`config.mk`:
```
export PLATFORM = sky130hd
export DESIGN_NAME = modular_exponentiation_unit
export DESIGN_NICKNAME = d
export VERILOG_FILES = /design/src/sv/mexp_pkg.sv /design/src/sv/mexp_mulmod.sv /design/src/sv/mexp_sequencer.sv /design/src/sv/modular_exponentiation_unit.sv
export SDC_FILE = /design/constraint.sdc
export NUM_CORES = 1
export LEC_CHECK = 0
export BUFFER_PORTS_ARGS = -buffer_cell sky130_fd_sc_hd__buf_2
export CAP_MARGIN = 30
export CORE_ASPECT_RATIO = 1.4
export CORE_MARGIN = 2
export CORE_UTILIZATION = 35
export CTS_CLUSTER_DIAMETER = 50
export DETAILED_ROUTE_END_ITERATION = 16
export PLACE_DENSITY_LB_ADDON = 0.12
export SYNTH_ARGS = -nofsm -noshare
export SYNTH_HDL_FRONTEND = slang
export SYNTH_HIERARCHICAL = 1
export SYNTH_SLANG_ARGS = --single-unit
```
`constraint.sdc`:
```
create_clock -name clk -period 16.69 [get_ports clk]
set_input_delay 4.1725 -clock clk [delete_from_list [all_inputs] [get_ports clk]]
set_output_delay 4.1725 -clock clk [all_outputs]
set_load 0.05 [all_outputs]
```
`src/sv/mexp_pkg.sv`:
```
package mexp_pkg;

  localparam int WIDTH_DEF = 64;
  localparam int PC_W = 4;

  typedef enum logic [2:0] {
    ACT_NONE      = 3'd0,
    ACT_LOAD      = 3'd1,
    ACT_START_RED = 3'd2,
    ACT_START_RB  = 3'd3,
    ACT_START_BB  = 3'd4,
    ACT_OUTPUT    = 3'd5
  } act_t;

  typedef enum logic [1:0] {
    WB_NONE    = 2'd0,
    WB_B       = 2'd1,
    WB_R       = 2'd2,
    WB_B_SHIFT = 2'd3
  } wb_t;

  typedef enum logic [2:0] {
    C_NEVER     = 3'd0,
    C_ALWAYS    = 3'd1,
    C_NO_IN     = 3'd2,
    C_Q_ONE     = 3'd3,
    C_BUSY      = 3'd4,
    C_E_ZERO    = 3'd5,
    C_E_BIT_CLR = 3'd6,
    C_OUT_FULL  = 3'd7
  } cond_t;

  typedef struct packed {
    act_t            act;
    wb_t             wb;
    cond_t           cond;
    logic [PC_W-1:0] target;
  } ctrl_word_t;

  typedef struct packed {
    logic in_valid;
    logic q_one;
    logic busy;
    logic e_zero;
    logic e_bit;
    logic out_full;
  } status_t;

  localparam logic [PC_W-1:0] STEP_IDLE      = 4'd0;
  localparam logic [PC_W-1:0] STEP_TEST_Q    = 4'd1;
  localparam logic [PC_W-1:0] STEP_RED       = 4'd2;
  localparam logic [PC_W-1:0] STEP_RED_WAIT  = 4'd3;
  localparam logic [PC_W-1:0] STEP_TEST_E    = 4'd4;
  localparam logic [PC_W-1:0] STEP_TEST_BIT  = 4'd5;
  localparam logic [PC_W-1:0] STEP_MUL       = 4'd6;
  localparam logic [PC_W-1:0] STEP_MUL_WAIT  = 4'd7;
  localparam logic [PC_W-1:0] STEP_SQR       = 4'd8;
  localparam logic [PC_W-1:0] STEP_SQR_WAIT  = 4'd9;
  localparam logic [PC_W-1:0] STEP_LOOP      = 4'd10;
  localparam logic [PC_W-1:0] STEP_OUT       = 4'd11;

  // The program: when the condition holds the step jumps to its target,
  // otherwise its action fires and the step counter advances.
  function automatic ctrl_word_t ucode(input logic [PC_W-1:0] pc);
    ctrl_word_t w;
    w = '{act: ACT_NONE, wb: WB_NONE, cond: C_ALWAYS, target: STEP_IDLE};
    case (pc)
      STEP_IDLE:     w = '{act: ACT_LOAD,      wb: WB_NONE,    cond: C_NO_IN,
                           target: STEP_IDLE};
      STEP_TEST_Q:   w = '{act: ACT_NONE,      wb: WB_NONE,    cond: C_Q_ONE,
                           target: STEP_OUT};
      STEP_RED:      w = '{act: ACT_START_RED, wb: WB_NONE,    cond: C_NEVER,
                           target: STEP_IDLE};
      STEP_RED_WAIT: w = '{act: ACT_NONE,      wb: WB_B,       cond: C_BUSY,
                           target: STEP_RED_WAIT};
      STEP_TEST_E:   w = '{act: ACT_NONE,      wb: WB_NONE,    cond: C_E_ZERO,
                           target: STEP_OUT};
      STEP_TEST_BIT: w = '{act: ACT_NONE,      wb: WB_NONE,    cond: C_E_BIT_CLR,
                           target: STEP_SQR};
      STEP_MUL:      w = '{act: ACT_START_RB,  wb: WB_NONE,    cond: C_NEVER,
                           target: STEP_IDLE};
      STEP_MUL_WAIT: w = '{act: ACT_NONE,      wb: WB_R,       cond: C_BUSY,
                           target: STEP_MUL_WAIT};
      STEP_SQR:      w = '{act: ACT_START_BB,  wb: WB_NONE,    cond: C_NEVER,
                           target: STEP_IDLE};
      STEP_SQR_WAIT: w = '{act: ACT_NONE,      wb: WB_B_SHIFT, cond: C_BUSY,
                           target: STEP_SQR_WAIT};
      STEP_LOOP:     w = '{act: ACT_NONE,      wb: WB_NONE,    cond: C_ALWAYS,
                           target: STEP_TEST_E};
      STEP_OUT:      w = '{act: ACT_OUTPUT,    wb: WB_NONE,    cond: C_OUT_FULL,
                           target: STEP_OUT};
      default:       w = '{act: ACT_NONE,      wb: WB_NONE,    cond: C_ALWAYS,
                           target: STEP_IDLE};
    endcase
    return w;
  endfunction

endpackage

```
`src/sv/mexp_mulmod.sv`:
```
module mexp_mulmod #(
  parameter int WIDTH = mexp_pkg::WIDTH_DEF
) (
  input  logic             clk,
  input  logic             rst_n,
  input  logic             start,
  input  logic [WIDTH-1:0] op_a,
  input  logic [WIDTH-1:0] op_b,
  input  logic [WIDTH-1:0] modulus,
  output logic             busy,
  output logic [WIDTH-1:0] result
);

  localparam int CNT_W = (WIDTH > 1) ? $clog2(WIDTH) : 1;
  localparam logic [CNT_W-1:0] LAST = CNT_W'(WIDTH - 1);

  logic [WIDTH-1:0] acc_r, acc_nxt;
  logic [WIDTH-1:0] sh_r, sh_nxt;
  logic [WIDTH-1:0] a_r, a_nxt;
  logic [CNT_W-1:0] cnt_r, cnt_nxt;
  logic             busy_r, busy_nxt;

  logic [WIDTH+1:0] t, q1, q2, t_m1, t_m2, pick;

  // One multiplier bit per cycle: 2*acc + bit*a stays below 3q, so at most
  // two multiples of q come off.
  always_comb begin
    q1   = {2'b00, modulus};
    q2   = {1'b0, modulus, 1'b0};
    t    = {1'b0, acc_r, 1'b0} + (sh_r[WIDTH-1] ? {2'b00, a_r} : '0);
    t_m1 = t - q1;
    t_m2 = t - q2;
    if (t >= q2) begin
      pick = t_m2;
    end else if (t >= q1) begin
      pick = t_m1;
    end else begin
      pick = t;
    end
  end

  always_comb begin
    acc_nxt  = acc_r;
    sh_nxt   = sh_r;
    a_nxt    = a_r;
    cnt_nxt  = cnt_r;
    busy_nxt = busy_r;
    if (start) begin
      acc_nxt  = '0;
      sh_nxt   = op_b;
      a_nxt    = op_a;
      cnt_nxt  = '0;
      busy_nxt = 1'b1;
    end else if (busy_r) begin
      acc_nxt = pick[WIDTH-1:0];
      sh_nxt  = {sh_r[WIDTH-2:0], 1'b0};
      cnt_nxt = cnt_r + 1'b1;
      if (cnt_r == LAST) begin
        busy_nxt = 1'b0;
      end
    end
  end

  always_ff @(posedge clk) begin
    if (!rst_n) begin
      busy_r <= 1'b0;
      cnt_r  <= '0;
    end else begin
      busy_r <= busy_nxt;
      cnt_r  <= cnt_nxt;
    end
  end

  always_ff @(posedge clk) begin
    acc_r <= acc_nxt;
    sh_r  <= sh_nxt;
    a_r   <= a_nxt;
  end

  assign busy   = busy_r;
  assign result = acc_r;

endmodule

```
`src/sv/mexp_sequencer.sv`:
```
module mexp_sequencer (
  input  logic                 clk,
  input  logic                 rst_n,
  input  mexp_pkg::status_t    status,
  output mexp_pkg::ctrl_word_t ctrl,
  output logic                 fire
);

  logic [mexp_pkg::PC_W-1:0] pc_r, pc_nxt;
  logic                      cond_true;

  assign ctrl = mexp_pkg::ucode(pc_r);

  always_comb begin
    case (ctrl.cond)
      mexp_pkg::C_NEVER:     cond_true = 1'b0;
      mexp_pkg::C_ALWAYS:    cond_true = 1'b1;
      mexp_pkg::C_NO_IN:     cond_true = !status.in_valid;
      mexp_pkg::C_Q_ONE:     cond_true = status.q_one;
      mexp_pkg::C_BUSY:      cond_true = status.busy;
      mexp_pkg::C_E_ZERO:    cond_true = status.e_zero;
      mexp_pkg::C_E_BIT_CLR: cond_true = !status.e_bit;
      mexp_pkg::C_OUT_FULL:  cond_true = status.out_full;
      default:               cond_true = 1'b1;
    endcase
  end

  assign fire   = !cond_true;
  assign pc_nxt = cond_true ? ctrl.target : pc_r + 1'b1;

  always_ff @(posedge clk) begin
    if (!rst_n) begin
      pc_r <= mexp_pkg::STEP_IDLE;
    end else begin
      pc_r <= pc_nxt;
    end
  end

endmodule

```
`src/sv/modular_exponentiation_unit.sv`:
```
// Channel   Direction  Handshake         Payload
// in        input      in_valid/stall    in_base_value, in_exponent
// out       output     out_valid/stall   out_power_result
// cfg       input      cfg_valid/ready   cfg_modulus
//
// One item at a time; each modular multiplication uses the shared bit-serial
// multiplier-reducer and two sequencer steps.
// With a modulus of one an item skips straight to the output.
// Reset is synchronous and leaves the modulus at one.
// A finished item waits in the output register while the next one is accepted.
module modular_exponentiation_unit #(
  parameter int WIDTH = mexp_pkg::WIDTH_DEF
) (
  input  logic             clk,
  input  logic             rst_n,
  input  logic             in_valid,
  output logic             in_stall,
  input  logic [WIDTH-1:0] in_base_value,
  input  logic [WIDTH-1:0] in_exponent,
  output logic             out_valid,
  input  logic             out_stall,
  output logic [WIDTH-1:0] out_power_result,
  input  logic             cfg_valid,
  output logic             cfg_ready,
  input  logic [WIDTH-1:0] cfg_modulus
);

  localparam logic [WIDTH-1:0] ONE = {{(WIDTH-1){1'b0}}, 1'b1};

  mexp_pkg::ctrl_word_t ctrl;
  mexp_pkg::status_t    status;
  logic                 fire;

  logic [WIDTH-1:0] q_r, q_nxt;
  logic [WIDTH-1:0] r_r, r_nxt;
  logic [WIDTH-1:0] b_r, b_nxt;
  logic [WIDTH-1:0] e_r, e_nxt;
  logic [WIDTH-1:0] out_data_r, out_data_nxt;
  logic             out_valid_r, out_valid_nxt;

  logic             mul_start;
  logic [WIDTH-1:0] mul_a, mul_b, mul_result;
  logic             mul_busy;
  logic             in_accept;

  assign status.in_valid = in_valid;
  assign status.q_one    = (q_r == ONE);
  assign status.busy     = mul_busy;
  assign status.e_zero   = (e_r == '0);
  assign status.e_bit    = e_r[0];
  assign status.out_full = out_valid_r && out_stall;

  mexp_sequencer u_seq (
    .clk    (clk),
    .rst_n  (rst_n),
    .status (status),
    .ctrl   (ctrl),
    .fire   (fire)
  );

  always_comb begin
    mul_start = 1'b0;
    mul_a     = b_r;
    mul_b     = b_r;
    case (ctrl.act)
      mexp_pkg::ACT_START_RED: begin
        mul_start = 1'b1;
        mul_a     = ONE;
      end
      mexp_pkg::ACT_START_RB: begin
        mul_start = 1'b1;
        mul_a     = r_r;
      end
      mexp_pkg::ACT_START_BB: begin
        mul_start = 1'b1;
      end
      default: begin
        mul_start = 1'b0;
      end
    endcase
  end

  mexp_mulmod #(.WIDTH(WIDTH)) u_mul (
    .clk     (clk),
    .rst_n   (rst_n),
    .start   (mul_start),
    .op_a    (mul_a),
    .op_b    (mul_b),
    .modulus (q_r),
    .busy    (mul_busy),
    .result  (mul_result)
  );

  assign in_stall  = (ctrl.act != mexp_pkg::ACT_LOAD);
  assign in_accept = in_valid && !in_stall;
  assign cfg_ready = 1'b1;

  always_comb begin
    q_nxt         = q_r;
    r_nxt         = r_r;
    b_nxt         = b_r;
    e_nxt         = e_r;
    out_data_nxt  = out_data_r;
    out_valid_nxt = out_valid_r && out_stall;
    if (cfg_valid && (cfg_modulus != '0)) begin
      q_nxt = cfg_modulus;
    end
    if (in_accept) begin
      b_nxt = in_base_value;
      e_nxt = in_exponent;
      r_nxt = status.q_one ? '0 : ONE;
    end
    if (fire) begin
      case (ctrl.wb)
        mexp_pkg::WB_B: b_nxt = mul_result;
        mexp_pkg::WB_R: r_nxt = mul_result;
        mexp_pkg::WB_B_SHIFT: begin
          b_nxt = mul_result;
          e_nxt = {1'b0, e_r[WIDTH-1:1]};
        end
        default: b_nxt = b_nxt;
      endcase
      if (ctrl.act == mexp_pkg::ACT_OUTPUT) begin
        out_data_nxt  = r_r;
        out_valid_nxt = 1'b1;
      end
    end
  end

  always_ff @(posedge clk) begin
    if (!rst_n) begin
      q_r         <= ONE;
      out_valid_r <= 1'b0;
    end else begin
      q_r         <= q_nxt;
      out_valid_r <= out_valid_nxt;
    end
  end

  always_ff @(posedge clk) begin
    r_r        <= r_nxt;
    b_r        <= b_nxt;
    e_r        <= e_nxt;
    out_data_r <= out_data_nxt;
  end

  assign out_valid        = out_valid_r;
  assign out_power_result = out_data_r;

  a_accept_leaves_idle: assert property (@(posedge clk) disable iff (!rst_n)
    in_accept |=> in_stall)
    else $error("input accepted but sequencer did not leave idle");

  a_result_below_modulus: assert property (@(posedge clk) disable iff (!rst_n)
    out_valid_r |-> (out_data_r < q_r))
    else $error("result not reduced below the modulus");

  a_busy_in_wait_step: assert property (@(posedge clk) disable iff (!rst_n)
    mul_busy |-> (ctrl.cond == mexp_pkg::C_BUSY))
    else $error("multiplier busy outside a wait step");

  a_q_one_gives_zero: assert property (@(posedge clk) disable iff (!rst_n)
    (in_accept && status.q_one) |=> (r_r == '0))
    else $error("modulus of one did not clear the result");

endmodule

```
==> flow_metrics.tcl <==
set metrics [dict create \
    ys_types 98 \
    synthFlopType "dfxtp_1" \
    worstPathArrival_ps 8750 \
    rrSetupSlack_ps 8500 \
    routabilityCongestion 0.9311 \
    syn_avg_cell_area_um2 8.476 \
    worst_slew_pin_slew_ps 1010 \
    grt_first_pass_wirelength_um 189500 \
    numCtsBuffers 70 \
    grt_pass1_vias 30200 \
    synth_fp_nets 4409 \
    start_util 0.3521 \
    post-route-util 0.4010 \
    synth_edf_count 192 \
    dieArea_um2 99760 \
    placed_cells 5370 \
    cp.required_ps 17240 \
    final_nets 4537 \
    port_buffers 262 \
    setup_tns_ps 0 \
    final_common_cell "nand2_1" \
    syn-cell-area_um2 34020 \
    design_area_um2 38740 \
    endpoint_kind "register" \
    grt.overflow.total 0 \
    cts_tree "yes" \
    holdBufCountCts 0 \
    relSlewSlack 0.3182 \
    vias 30180 \
    drc 0 \
    critPathKind "register to register" \
    rsz0062_at_grt "false" \
    cts_resized 0 \
    finalCritPeriodShare 0.4909 \
    seq_area_frac_synth 0.3719 \
    viasPerCell 5.484 \
    final-max-slew-violation-count 0 \
    post_dp_cell_area_um2 36310 \
    grt.total_usage 0.2512 \
    rr_worst_depth 26 \
    drtPass1Iterations 5 \
    path_clk_slew_ps 60 \
    routed_wl_um 127800 \
    antenna_found_initial 8 \
    cts_root_buf "clkbuf_16" \
    cp_max_fo 64 \
    grt_max_degree 103 \
    worstSetupEndpoint "u_mul/result[58]$_SDFFE_PP0P_" \
    cpPeakStageDelay_ps 720 \
    startpoint_type "register" \
    cp_slowest_cell "a21o_2" \
    hp-class "register to register" \
    clock_latency_ps 680 \
    ant_nets 0 \
    maxCapViolations 0 \
    finalHoldViolCount 0 \
    post-route-min-period_ps 8192 \
    htree_levels 3 \
    reg2reg_to "u_mul/result[58]$_SDFFE_PP0P_" \
    critPathLaunch "u_mul/sh_r[63]$_DFFE_PP_" \
    setup_viol 0 \
    post-cts-setup-buffer-count 0 \
    die_w_um 267.5 \
    synth_cells 4014 \
    wl_per_cell_um 23.23 \
    ys_seq_elements 536 \
    drive_above_1_share 0.1276 \
    synthArstFlopShare 0 \
    io_pins 264 \
    synth_warnings 6 \
    fin_cells 5504 \
    layout_common_cells "667 x nand2_1, 459 x o21ai_0, 342 x dfxtp_1" \
    cts_max_path_buffers 3 \
    worstReg2RegStart "u_mul/sh_r[63]$_DFFE_PP_" \
    clock_sinks 536 \
    dieHeight_um 372.9 \
    max_freq_mhz 122.1 \
    fin_worst_skew_ps 41.03 \
    drt_iter0_markers 1768 \
    hpwl_um 99850 \
    syn_to_final_growth_pct 13.87 \
    fp-row-count 135 \
    core_um2 96620 \
    status "finished clean" \
]
[Yosys cell counts, drive strengths merged (9+ instances only)]
| cell | number | area [um2] |
|---|---|---|
| nand2 | 669 | 2514 |
| o21ai | 495 | 2481 |
| dfxtp | 344 | 6887 |
| a21oi | 239 | 1204 |
| clkbuf | 211 | 792.0 |
| ha | 195 | 2440 |
| edfxtp | 192 | 5766 |
| mux2i | 164 | 1654 |
| nor2 | 155 | 599.3 |
| nand3 | 121 | 605.6 |
| inv | 118 | 442.9 |
| a21o | 115 | 863.3 |
| xnor2 | 99 | 867.1 |
| and2 | 86 | 538.0 |
| xor2 | 82 | 718.2 |
| nand4 | 73 | 456.7 |
| mux2 | 65 | 732.0 |
| nor4 | 59 | 369.1 |
| buf | 40 | 292.8 |
| a211oi | 37 | 282.8 |
| nor3 | 37 | 185.2 |
| o211ai | 33 | 257.7 |
| a31oi | 32 | 215.2 |
| o21bai | 31 | 232.7 |
| a22oi | 30 | 225.2 |
| o21a | 24 | 180.2 |
| nand2b | 21 | 131.4 |
| nor2b | 21 | 131.4 |
| and3 | 20 | 125.1 |
| o31ai | 20 | 155.1 |
| or3 | 19 | 118.9 |
| a21boi | 14 | 108.9 |
| a2111oi | 12 | 111.4 |
| a211o | 12 | 105.1 |
| a41oi | 9 | 86.34 |
[layout make-up]
| class | count | area [um2] |
|---|---|---|
| Inverter | 118 | 442.9 |
| Antenna cell | 4 | 10.01 |
| Timing Repair Buffer | 307 | 1705 |
| Sequential cell | 536 | 12650 |
| Clock inverter | 36 | 440.4 |
| Tap cell | 1301 | 1628 |
| Fill cell | 10070 | 57870 |
| Clock buffer | 93 | 1951 |
| Multi-Input combinational cell | 3109 | 19910 |
[kinds of logic (layout without fill, tap and decap cells)]
kind of cell               after synthesis  count (layout)  share of synthesized area
and+or+nand+nor                       1305            1305                     0.1756
AOI/OAI and AO/OA                     1194            1194                     0.2167
DFF                                    536             536                     0.3719
buffers and inverters                  369             554                    0.04490
muxes                                  230             230                    0.07079
adders and majority gates              198             198                    0.07347
xor gates and xnor gates               181             181                    0.04659
other                                    1               5                  0.0001102
[worst max-delay path: cells and delay by family (launching register included)]
kind | cells | cell delay (ps)
AND/OR/NAND/NOR | 6 | 1300
XOR/XNOR | 1 | 420
adder cells (fa/ha/maj) | 3 | 920
buffers and inverters | 3 | 1080
flip-flops | 1 | 320
AO/OA/AOI/OAI | 13 | 3900
[metal layers]
layer | GRT usage | part of all wire | vias up
met5 | 0 | 0.00038 | -
met4 | 0.1567 | 0.069 | 8
met3 | 0.03543 | 0.035 | 279
met2 | 0.4660 | 0.52 | 733
met1 | 0.2629 | 0.37 | 14350
li1 | - | - | 14820
[worst min-delay path by stage]
stage | to | slack (ps) | startpoint | cells past startpoint
3_5_place_dp | out_power_result[23]$_DFFE_PP_ | 450 | r_r[23]$_DFF_P_ | 0
4_1_cts | out_power_result[11]$_DFFE_PP_ | 470 | r_r[11]$_DFF_P_ | 0
2_1_floorplan | out_power_result[0]$_DFFE_PP_ | 430 | r_r[0]$_DFF_P_ | 0
5_1_grt | out_power_result[0]$_DFFE_PP_ | 480 | r_r[0]$_DFF_P_ | 0
6_report | out_power_result[22]$_DFFE_PP_ | 460 | r_r[22]$_DFF_P_ | 0
3_3_place_gp | out_power_result[22]$_DFFE_PP_ | 450 | r_r[22]$_DFF_P_ | 0
[flip-flops by register name (all words and copies together) (netlist names)]
register / cells
e_r: 64
u_mul/busy: 1
out_valid: 1
out_power_result: 64
u_mul/a_r: 64
u_mul/cnt_r: 6
q_r: 64
u_seq/ctrl: 12
u_mul/sh_r: 64
r_r: 64
b_r: 64
u_mul/result: 64
u_seq/pc_r: 4
[stage by stage]
step	setup slack, ps	hold slack [ps]
2_1_floorplan	9334	425.6
3_3_place_gp	8627	450.9
3_5_place_dp	8584	445.1
4_1_cts	8559	467.9
5_1_grt	7843	476.1
6_report	8498	464.9
Power is not shown: default switching activity piles up to over one toggle a cycle in this logic, so the estimate is an artifact.
